**config.mk**
```make
export PLATFORM = sky130hd
export DESIGN_NAME = snake_pair_block_generator
export DESIGN_NICKNAME = d
export VERILOG_FILES = /design/src/hdl/spbg_pkg.sv /design/src/hdl/spbg_cfg.sv /design/src/hdl/spbg_step.sv /design/src/hdl/snake_pair_block_generator.sv
export SDC_FILE = /design/constraint.sdc
export NUM_CORES = 1
export LEC_CHECK = 0
export ABC_AREA = 1
export ABC_CLOCK_PERIOD_IN_PS = 6700
export BUFFER_PORTS_ARGS = -buffer_cell sky130_fd_sc_hd__buf_2
export CORE_MARGIN = 2
export CORE_UTILIZATION = 26
export CTS_CLUSTER_DIAMETER = 100
export DETAILED_ROUTE_END_ITERATION = 8
export GPL_TIMING_DRIVEN = 0
export PLACE_DENSITY_LB_ADDON = 0.08
export SLEW_MARGIN = 40
export SYNTH_ARGS = -nofsm -noshare
export SYNTH_HDL_FRONTEND = slang
export SYNTH_SLANG_ARGS = --single-unit
```
**constraint.sdc**
```tcl
create_clock -name clk_i -period 6.7 [get_ports clk_i]
set_input_delay 0.67 -clock clk_i [delete_from_list [all_inputs] [get_ports clk_i]]
set_output_delay 0.67 -clock clk_i [all_outputs]
set_load 0.01 [all_outputs]
```
**src/hdl/spbg_pkg.sv**
```systemverilog
// Package for the snake pair block generator: widths, codes and shared types.
package spbg_pkg;

  localparam int BLOCK_PAIRS = 64;
  localparam int CNT_W       = $clog2(BLOCK_PAIRS + 1);
  localparam int ROW_W       = 22;
  localparam int IDX_W       = 20;
  localparam int PC_W        = 13;
  localparam int PI_W        = 12;
  localparam int N_W         = 21;
  localparam int CFG_IDX_W   = 2;
  localparam int CFG_DATA_W  = 21;

  typedef enum logic [CFG_IDX_W-1:0] {
    CFG_PROCESS_COUNT = 2'd0,
    CFG_PROCESS_INDEX = 2'd1,
    CFG_ITEM_COUNT    = 2'd2
  } cfg_reg_e;

  typedef enum logic [2:0] {
    ST_IDLE  = 3'b001,
    ST_COUNT = 3'b010,
    ST_EMIT  = 3'b100
  } seq_state_e;

  // enumeration position
  typedef struct packed {
    logic [ROW_W-1:0] row;
    logic [ROW_W-1:0] partner;
    logic             odd;
    logic             more;
  } pos_t;

  typedef struct packed {
    logic [PC_W-1:0] pc_eff;
    logic [PI_W-1:0] pidx;
    logic [N_W-1:0]  n;
    logic            reload;
  } cfg_t;

endpackage

```
**src/hdl/spbg_cfg.sv**
```systemverilog
// Configuration registers with zero-count fixup and reload request.
module spbg_cfg import spbg_pkg::*; (
  input  logic                  clk_i,
  input  logic                  rst_ni,
  input  logic                  cfg_we_i,
  input  logic [CFG_IDX_W-1:0]  cfg_index_i,
  input  logic [CFG_DATA_W-1:0] cfg_data_i,
  output cfg_t                  cfg_o
);

  logic [PC_W-1:0] pc_q;
  logic [PI_W-1:0] pi_q;
  logic [N_W-1:0]  n_q;
  logic            reload_q;

  always_ff @(posedge clk_i or negedge rst_ni) begin
    if (!rst_ni) begin
      pc_q     <= PC_W'(1);
      pi_q     <= '0;
      n_q      <= '0;
      reload_q <= 1'b0;
    end else begin
      reload_q <= 1'b0;
      if (cfg_we_i) begin
        case (cfg_reg_e'(cfg_index_i))
          CFG_PROCESS_COUNT: begin
            pc_q     <= cfg_data_i[PC_W-1:0];
            reload_q <= 1'b1;
          end
          CFG_PROCESS_INDEX: begin
            pi_q     <= cfg_data_i[PI_W-1:0];
            reload_q <= 1'b1;
          end
          CFG_ITEM_COUNT: begin
            n_q      <= cfg_data_i[N_W-1:0];
            reload_q <= 1'b1;
          end
          default: ;
        endcase
      end
    end
  end

  always_comb begin
    cfg_o.pc_eff = (pc_q == '0) ? PC_W'(1) : pc_q;
    cfg_o.pidx   = pi_q;
    cfg_o.n      = n_q;
    cfg_o.reload = reload_q;
  end

endmodule

```
**src/hdl/spbg_step.sv**
```systemverilog
// Shared step unit: advances the enumeration position by one step.
module spbg_step import spbg_pkg::*; (
  input  pos_t cur_i,
  input  cfg_t cfg_i,
  input  logic adv_i,
  output pos_t nxt_o,
  output logic has_pair_o
);

  logic [ROW_W-1:0] n_ext;
  logic [ROW_W-1:0] p2;
  logic [ROW_W-1:0] pc2;
  logic [ROW_W-1:0] delta;
  logic [ROW_W-1:0] nrow;
  logic             row_lt;
  logic             prt_lt;

  always_comb begin
    n_ext  = {{(ROW_W-N_W){1'b0}}, cfg_i.n};
    p2     = {{(ROW_W-PI_W-1){1'b0}}, cfg_i.pidx, 1'b0};
    pc2    = {{(ROW_W-PC_W-1){1'b0}}, cfg_i.pc_eff, 1'b0};
    delta  = cur_i.odd ? (p2 + ROW_W'(1)) : (pc2 - p2 - ROW_W'(1));
    nrow   = cur_i.row + delta;
    row_lt = cur_i.row < n_ext;
    prt_lt = cur_i.partner < n_ext;

    has_pair_o = cur_i.more && row_lt && prt_lt;

    nxt_o = cur_i;
    if (adv_i) begin
      nxt_o.partner = cur_i.partner + ROW_W'(1);
    end else if (cur_i.more) begin
      if (!row_lt) begin
        nxt_o.more = 1'b0;
      end else if (!prt_lt) begin
        nxt_o.row     = nrow;
        nxt_o.partner = nrow + ROW_W'(1);
        nxt_o.odd     = !cur_i.odd;
      end
    end
  end

endmodule

```
**src/hdl/snake_pair_block_generator.sv**
```systemverilog
// Top level of the snake pair block generator: sequencer, position state, output register.
//
// Usage: each transaction on the input channel (in_valid_i / in_stall_o, field restart_i)
// requests one block of up to 64 index pairs. Pairs leave on the output channel
// (out_valid_o / out_stall_i), one transaction per pair, the final one of a block with
// block_last_o set; a request that finds nothing left returns a single result with
// pair_valid_o low. exhausted_o is the same on every result of one block.
// Timing: a request runs two passes of the one shared step unit, which moves the
// enumeration position by one pair or one row skip per cycle (an output stall can hold it in
// the replay pass). The first pass counts the block and finds exhausted_o, the second
// replays it into the output register; in_stall_o stays high from acceptance until the
// last result of the block is loaded into the output register.
// An output stall holds the replay pass at its next pair; the held result does not change.
// Reset: P=1, p=0, N=0, enumeration at the first owned row, output empty.
// A write to one of the three registers while idle reloads the enumeration at the first owned row.
module snake_pair_block_generator import spbg_pkg::*; (
  input  logic                  clk_i,
  input  logic                  rst_ni,
  input  logic                  cfg_we_i,
  input  logic [CFG_IDX_W-1:0]  cfg_index_i,
  input  logic [CFG_DATA_W-1:0] cfg_data_i,
  input  logic                  in_valid_i,
  output logic                  in_stall_o,
  input  logic                  restart_i,
  output logic                  out_valid_o,
  input  logic                  out_stall_i,
  output logic [IDX_W-1:0]      first_index_o,
  output logic [IDX_W-1:0]      second_index_o,
  output logic                  pair_valid_o,
  output logic                  block_last_o,
  output logic                  exhausted_o
);

  cfg_t       cfg;
  seq_state_e state_q, state_d;
  pos_t       work_q, work_d;
  pos_t       start_q, start_d;
  pos_t       end_q, end_d;
  pos_t       reload_pos;
  pos_t       nxt;
  logic       adv;
  logic       has_pair;
  logic [CNT_W-1:0] cnt_q, cnt_d;
  logic [CNT_W-1:0] total_q, total_d;
  logic       done_q, done_d;

  logic             out_valid_q, out_valid_d;
  logic [IDX_W-1:0] first_q, first_d;
  logic [IDX_W-1:0] second_q, second_d;
  logic             pv_q, pv_d;
  logic             last_q, last_d;
  logic             exh_q, exh_d;
  logic             out_free;
  logic             in_acc;

  spbg_cfg u_cfg (
    .clk_i       (clk_i),
    .rst_ni      (rst_ni),
    .cfg_we_i    (cfg_we_i),
    .cfg_index_i (cfg_index_i),
    .cfg_data_i  (cfg_data_i),
    .cfg_o       (cfg)
  );

  spbg_step u_step (
    .cur_i      (work_q),
    .cfg_i      (cfg),
    .adv_i      (adv),
    .nxt_o      (nxt),
    .has_pair_o (has_pair)
  );

  always_comb begin
    reload_pos.row     = {{(ROW_W-PI_W){1'b0}}, cfg.pidx};
    reload_pos.partner = {{(ROW_W-PI_W){1'b0}}, cfg.pidx} + ROW_W'(1);
    reload_pos.odd     = 1'b0;
    reload_pos.more    = {1'b0, cfg.pidx} < cfg.pc_eff;
  end

  assign in_stall_o = (state_q != ST_IDLE);
  assign in_acc     = in_valid_i && !in_stall_o;
  assign out_free   = !out_valid_q || !out_stall_i;

  always_comb begin
    state_d     = state_q;
    work_d      = work_q;
    start_d     = start_q;
    end_d       = end_q;
    cnt_d       = cnt_q;
    total_d     = total_q;
    done_d      = done_q;
    adv         = 1'b0;
    out_valid_d = out_valid_q && out_stall_i;
    first_d     = first_q;
    second_d    = second_q;
    pv_d        = pv_q;
    last_d      = last_q;
    exh_d       = exh_q;

    case (state_q)
      ST_IDLE: begin
        if (cfg.reload) begin
          work_d = reload_pos;
        end
        if (in_acc) begin
          if (restart_i || cfg.reload) begin
            work_d = reload_pos;
          end
          start_d = work_d;
          cnt_d   = '0;
          state_d = ST_COUNT;
        end
      end
      ST_COUNT: begin
        if (!work_q.more || (has_pair && cnt_q == CNT_W'(BLOCK_PAIRS))) begin
          done_d  = !work_q.more;
          end_d   = work_q;
          work_d  = start_q;
          total_d = cnt_q;
          cnt_d   = '0;
          state_d = ST_EMIT;
        end else begin
          adv    = has_pair;
          work_d = nxt;
          if (has_pair) begin
            cnt_d = cnt_q + CNT_W'(1);
          end
        end
      end
      ST_EMIT: begin
        if (total_q == '0) begin
          if (out_free) begin
            out_valid_d = 1'b1;
            first_d     = '0;
            second_d    = '0;
            pv_d        = 1'b0;
            last_d      = 1'b1;
            exh_d       = done_q;
            work_d      = end_q;
            state_d     = ST_IDLE;
          end
        end else if (has_pair) begin
          if (out_free) begin
            adv         = 1'b1;
            work_d      = nxt;
            out_valid_d = 1'b1;
            first_d     = work_q.row[IDX_W-1:0];
            second_d    = work_q.partner[IDX_W-1:0];
            pv_d        = 1'b1;
            last_d      = (cnt_q + CNT_W'(1)) == total_q;
            exh_d       = done_q;
            cnt_d       = cnt_q + CNT_W'(1);
            if ((cnt_q + CNT_W'(1)) == total_q) begin
              work_d  = end_q;
              state_d = ST_IDLE;
            end
          end
        end else begin
          work_d = nxt;
        end
      end
      default: begin
        state_d = ST_IDLE;
      end
    endcase
  end

  always_ff @(posedge clk_i or negedge rst_ni) begin
    if (!rst_ni) begin
      state_q     <= ST_IDLE;
      work_q      <= '{row: '0, partner: ROW_W'(1), odd: 1'b0, more: 1'b1};
      start_q     <= '0;
      end_q       <= '0;
      cnt_q       <= '0;
      total_q     <= '0;
      done_q      <= 1'b0;
      out_valid_q <= 1'b0;
    end else begin
      state_q     <= state_d;
      work_q      <= work_d;
      start_q     <= start_d;
      end_q       <= end_d;
      cnt_q       <= cnt_d;
      total_q     <= total_d;
      done_q      <= done_d;
      out_valid_q <= out_valid_d;
    end
  end

  always_ff @(posedge clk_i) begin
    first_q  <= first_d;
    second_q <= second_d;
    pv_q     <= pv_d;
    last_q   <= last_d;
    exh_q    <= exh_d;
  end

  assign out_valid_o    = out_valid_q;
  assign first_index_o  = first_q;
  assign second_index_o = second_q;
  assign pair_valid_o   = pv_q;
  assign block_last_o   = last_q;
  assign exhausted_o    = exh_q;

  a_accept_to_count: assert property (@(posedge clk_i) disable iff (!rst_ni)
    in_acc |=> state_q == ST_COUNT)
    else $error("accepted transaction did not start the count pass");

  a_empty_is_last: assert property (@(posedge clk_i) disable iff (!rst_ni)
    out_valid_o && !pair_valid_o |-> block_last_o)
    else $error("empty result without block_last");

  a_stall_hold: assert property (@(posedge clk_i) disable iff (!rst_ni)
    out_valid_o && out_stall_i |=> out_valid_o && $stable(first_index_o) &&
      $stable(second_index_o) && $stable(pair_valid_o) && $stable(block_last_o) &&
      $stable(exhausted_o))
    else $error("stalled result changed");

  a_replay_bound: assert property (@(posedge clk_i) disable iff (!rst_ni)
    state_q == ST_EMIT |-> cnt_q <= total_q)
    else $error("replay emitted more pairs than counted");

endmodule

```
==> impl_metrics.json <==
{
  "clock-sinks": 247,
  "portBuffers": 73,
  "vias": 17100,
  "place_congestion": 0.919,
  "layout_min_cycle_time_ns": 6.07,
  "setup_tns_ns": 0,
  "max_freq_mhz": 165,
  "postPlaceCellArea_mm2": 0.0189,
  "cp_top_family": "simple AND/OR/NAND/NOR gates",
  "clk_path_buf_depth": 3,
  "drc": 0,
  "die_w_um": 262,
  "fin_skew_ns": 0.0222,
  "std_cell_rows": 94,
  "grt_start_max_net_pins": 70,
  "worstSetupPathType": "flip-flop to flip-flop",
  "whs_ns": 0.342,
  "avgSynthCellArea_um2": 7.21,
  "seqPwrFrac_pct": 24.1,
  "intPower_mw": 4.77,
  "drt-initial-drc-count": 1407,
  "swShare_pct": 54.4,
  "ant_nets": 0,
  "io_pins": 74,
  "post-cts-setup-buffers": 0,
  "syn-num-nets": 2522,
  "synth_seq_area_share_pct": 37.0,
  "initial_core_util_pct": 26.3,
  "core-area_mm2": 0.0657,
  "crit_arrival_ns": 6.50,
  "finalHoldViolations": 0,
  "p_sw_mw": 5.69,
  "timing.critical_path.from_type": "flip-flop",
  "finalCritPeriodShare_pct": 90.6,
  "grt_antenna_before_repair": 1,
  "clkTransAtPathRegs_ns": 0.06,
  "viasPerCell": 5.02,
  "syn2layout_area_growth_pct": 15.8,
  "slowest_stage": "fa_1",
  "synthMuxAreaShare_pct": 0,
  "insertion_delay_ns": 0.55,
  "final_cell_mix": "nand2_1, inv_1, o21ai_0, dfrtp_1, nor2_1",
  "drt-total-wl_mm": 79.2,
  "drv_cap": 0,
  "fin_area_mm2": 0.0200,
  "dpl.hpwl_mm": 62.2,
  "clockPowerShare_pct": 17.3,
  "finalSetupViolCount": 0,
  "track_usage_pct": 23.2,
  "cts_tree": "done",
  "grt_pass1_wl_mm": 115,
  "cts_root_buf": "clkbuf_16",
  "p_total_mw": 10.5,
  "synthSimpleGateAreaFrac_pct": 26.8,
  "nets": 2638,
  "synth_xor_area_share_pct": 2.73,
  "max-slew-margin-rel_pct": 39.3,
  "grt_overflow": 0,
  "cts_buffers": 34,
  "synth_compound_area_share_pct": 17.2,
  "ys_seq_elements": 247,
  "synth_top_family_by_area": "simple AND/OR/NAND/NOR gates",
  "layout-drive-gt1-share_pct": 10.5,
  "status": "complete, no violations",
  "maxSlewViolCount": 0,
  "synthAdderAreaFrac_pct": 6.97,
  "yosysUniqueCellTypes": 61,
  "wl_per_cell_um": 23.3,
  "crit_path_max_fanout": 6,
  "worstMarginPinSlew_ns": 0.910,
  "cts_htree_levels": 2,
  "ys_warn_count": 0,
  "rsz0062_at_grt": "no",
  "p_per_area_mw_per_mm2": 523,
  "power_leakage_nw": 9.31,
  "max-vdd-ir-drop_v": 0.000166,
  "ys_async_sr_fraction_pct": 82.6,
  "die-height_um": 262,
  "end_kind": "flip-flop",
  "cp_common_cell": "nand2_1",
  "cp.required_ns": 7.13,
  "drt_pre_antenna_iters": 6,
  "hold_class": "primary input to flip-flop",
  "syn_inst": 2398,
  "die_area_mm2": 0.0685,
  "synth_edf_count": 43,
  "final_common_cell": "nand2_1",
  "crit_path_max_incr_delay_ns": 0.54,
  "cp_num_buf_inv": 4,
  "syn_area_mm2": 0.0173,
  "combPwrFrac_pct": 58.6,
  "grt_pass1_vias": 16700,
  "ys.flop_type": "dfrtp_1"
}
[kinds of logic after synthesis]
| kind of cell | Yosys count |
|---|---|
| AO/OA/AOI/OAI | 536 |
| XOR/XNOR | 53 |
| flip-flops | 247 |
| adder cells (fa/ha/maj) | 95 |
| AND/OR/NAND/NOR | 1058 |
| buffers and inverters | 409 |
[power by group through the flow]
stage	clock [mW]	combinational, mW	sequential, mW
finish	1.81	6.13	2.52
global route	1.90	6.75	2.56
CTS	1.86	6.10	2.51
detailed placement	0	6.07	2.54
floorplan	0	3.90	2.31
global placement	0	6.02	2.54
[synth_stat cells (7+ instances only)]
| cell type | instances | area (um2) |
|---|---|---|
| a31oi_1 | 33 | 206 |
| nor2_4 | 7 | 78.8 |
| nor2_1 | 169 | 634 |
| o22ai_1 | 9 | 56.3 |
| dfrtp_1 | 200 | 5000 |
| nand4_1 | 38 | 238 |
| nand3_1 | 149 | 746 |
| nor3_1 | 21 | 105 |
| o21ai_0 | 247 | 1240 |
| buf_2 | 23 | 115 |
| nor4_1 | 8 | 50.1 |
| ha_1 | 93 | 1160 |
| edfxtp_1 | 43 | 1290 |
| inv_1 | 263 | 987 |
| xor2_1 | 43 | 377 |
| o31ai_1 | 10 | 75.1 |
| clkbuf_1 | 82 | 308 |
| a21oi_1 | 123 | 616 |
| o211ai_1 | 34 | 255 |
| nand3_2 | 10 | 100 |
| inv_2 | 22 | 82.6 |
| nand2_2 | 29 | 181 |
| xnor2_1 | 9 | 78.8 |
| nand2_1 | 601 | 2260 |
| o21ai_1 | 44 | 220 |
[worst paths after layout]
path                                                start                         to  slack [ns]  depth (start not counted)
min in group asynchronous                          rst_ni      end_q[18]$_DFFE_PN0P_        0.58                          2
worst min register to register         done_q$_DFFE_PN0P_      exhausted_o$_DFFE_PP_        0.47                          0
worst max register to register  u_cfg.pc_q[9]$_DFFE_PN0P_     work_q[19]$_DFFE_PN0P_        0.63                         36
worst max-delay path            u_cfg.pc_q[9]$_DFFE_PN0P_     work_q[19]$_DFFE_PN0P_        0.63                         36
max in group asynchronous                          rst_ni  u_cfg.pc_q[0]$_DFFE_PN1P_        5.40                          3
worst min-delay path                       cfg_index_i[1]   u_cfg.reload_q$_DFF_PN0_        0.34                          2
[cell type report]
class | count | area, um2
antenna | 3 | 7.51
buffer | 118 | 509
clock buffer | 50 | 992
clock inverter | 11 | 85.1
fill | 7195 | 45700
inverter | 291 | 1100
multi-input combinational | 1742 | 9300
sequential | 247 | 6400
tap | 864 | 1080
timing repair buffer | 80 | 534
[metrics by stage]
stage	instances	setup slack (ns)	util, %
2_1_floorplan	2398	2.04	-
3_3_place_gp	3335	0.422	28.5
3_5_place_dp	3340	0.428	28.7
4_1_cts	3402	0.399	30.4
5_1_grt	3403	0.0435	30.4
6_report	3406	0.630	30.4
[worst reg2reg max path: cells and delay by family (launching register included)]
kind / cells / cell delay, ns
buf+inv: 4 / 0.28
simple gates: 25 / 3.32
fa+ha+maj: 4 / 1.42
flops: 1 / 0.40
compound gates: 3 / 0.60
[metal layers]
metal | GRT usage, % | part of all wire [%] | up-vias
met5 | 0 | 0 | -
met2 | 38.6 | 47 | 458
li1 | - | - | 8191
met3 | 2.40 | 4.2 | 95
met4 | 7.10 | 3.0 | 0
met1 | 31.5 | 46 | 8353
[flip-flops by register name, summed over array words and instances, names as in the netlist]
| name | flops |
|---|---|
| cnt_q | 7 |
| done_q | 1 |
| block_last_o | 1 |
| u_cfg.pc_q | 13 |
| first_index_o | 20 |
| pair_valid_o | 1 |
| work_q | 46 |
| exhausted_o | 1 |
| total_q | 7 |
| second_index_o | 20 |
| start_q | 46 |
| end_q | 46 |
| u_cfg.reload_q | 1 |
| state_q | 3 |
| out_valid_o | 1 |
| u_cfg.n_q | 21 |
| u_cfg.pi_q | 12 |
[timing repair]
item | in CTS | in global routing
hold buffers | 1 | 0
resized for setup | 0 | 4
endpoints found under the setup margin | 0 | 8
endpoints found under the hold margin | 23 | 0
No activity file was read; power rests on OpenSTA's default activity.
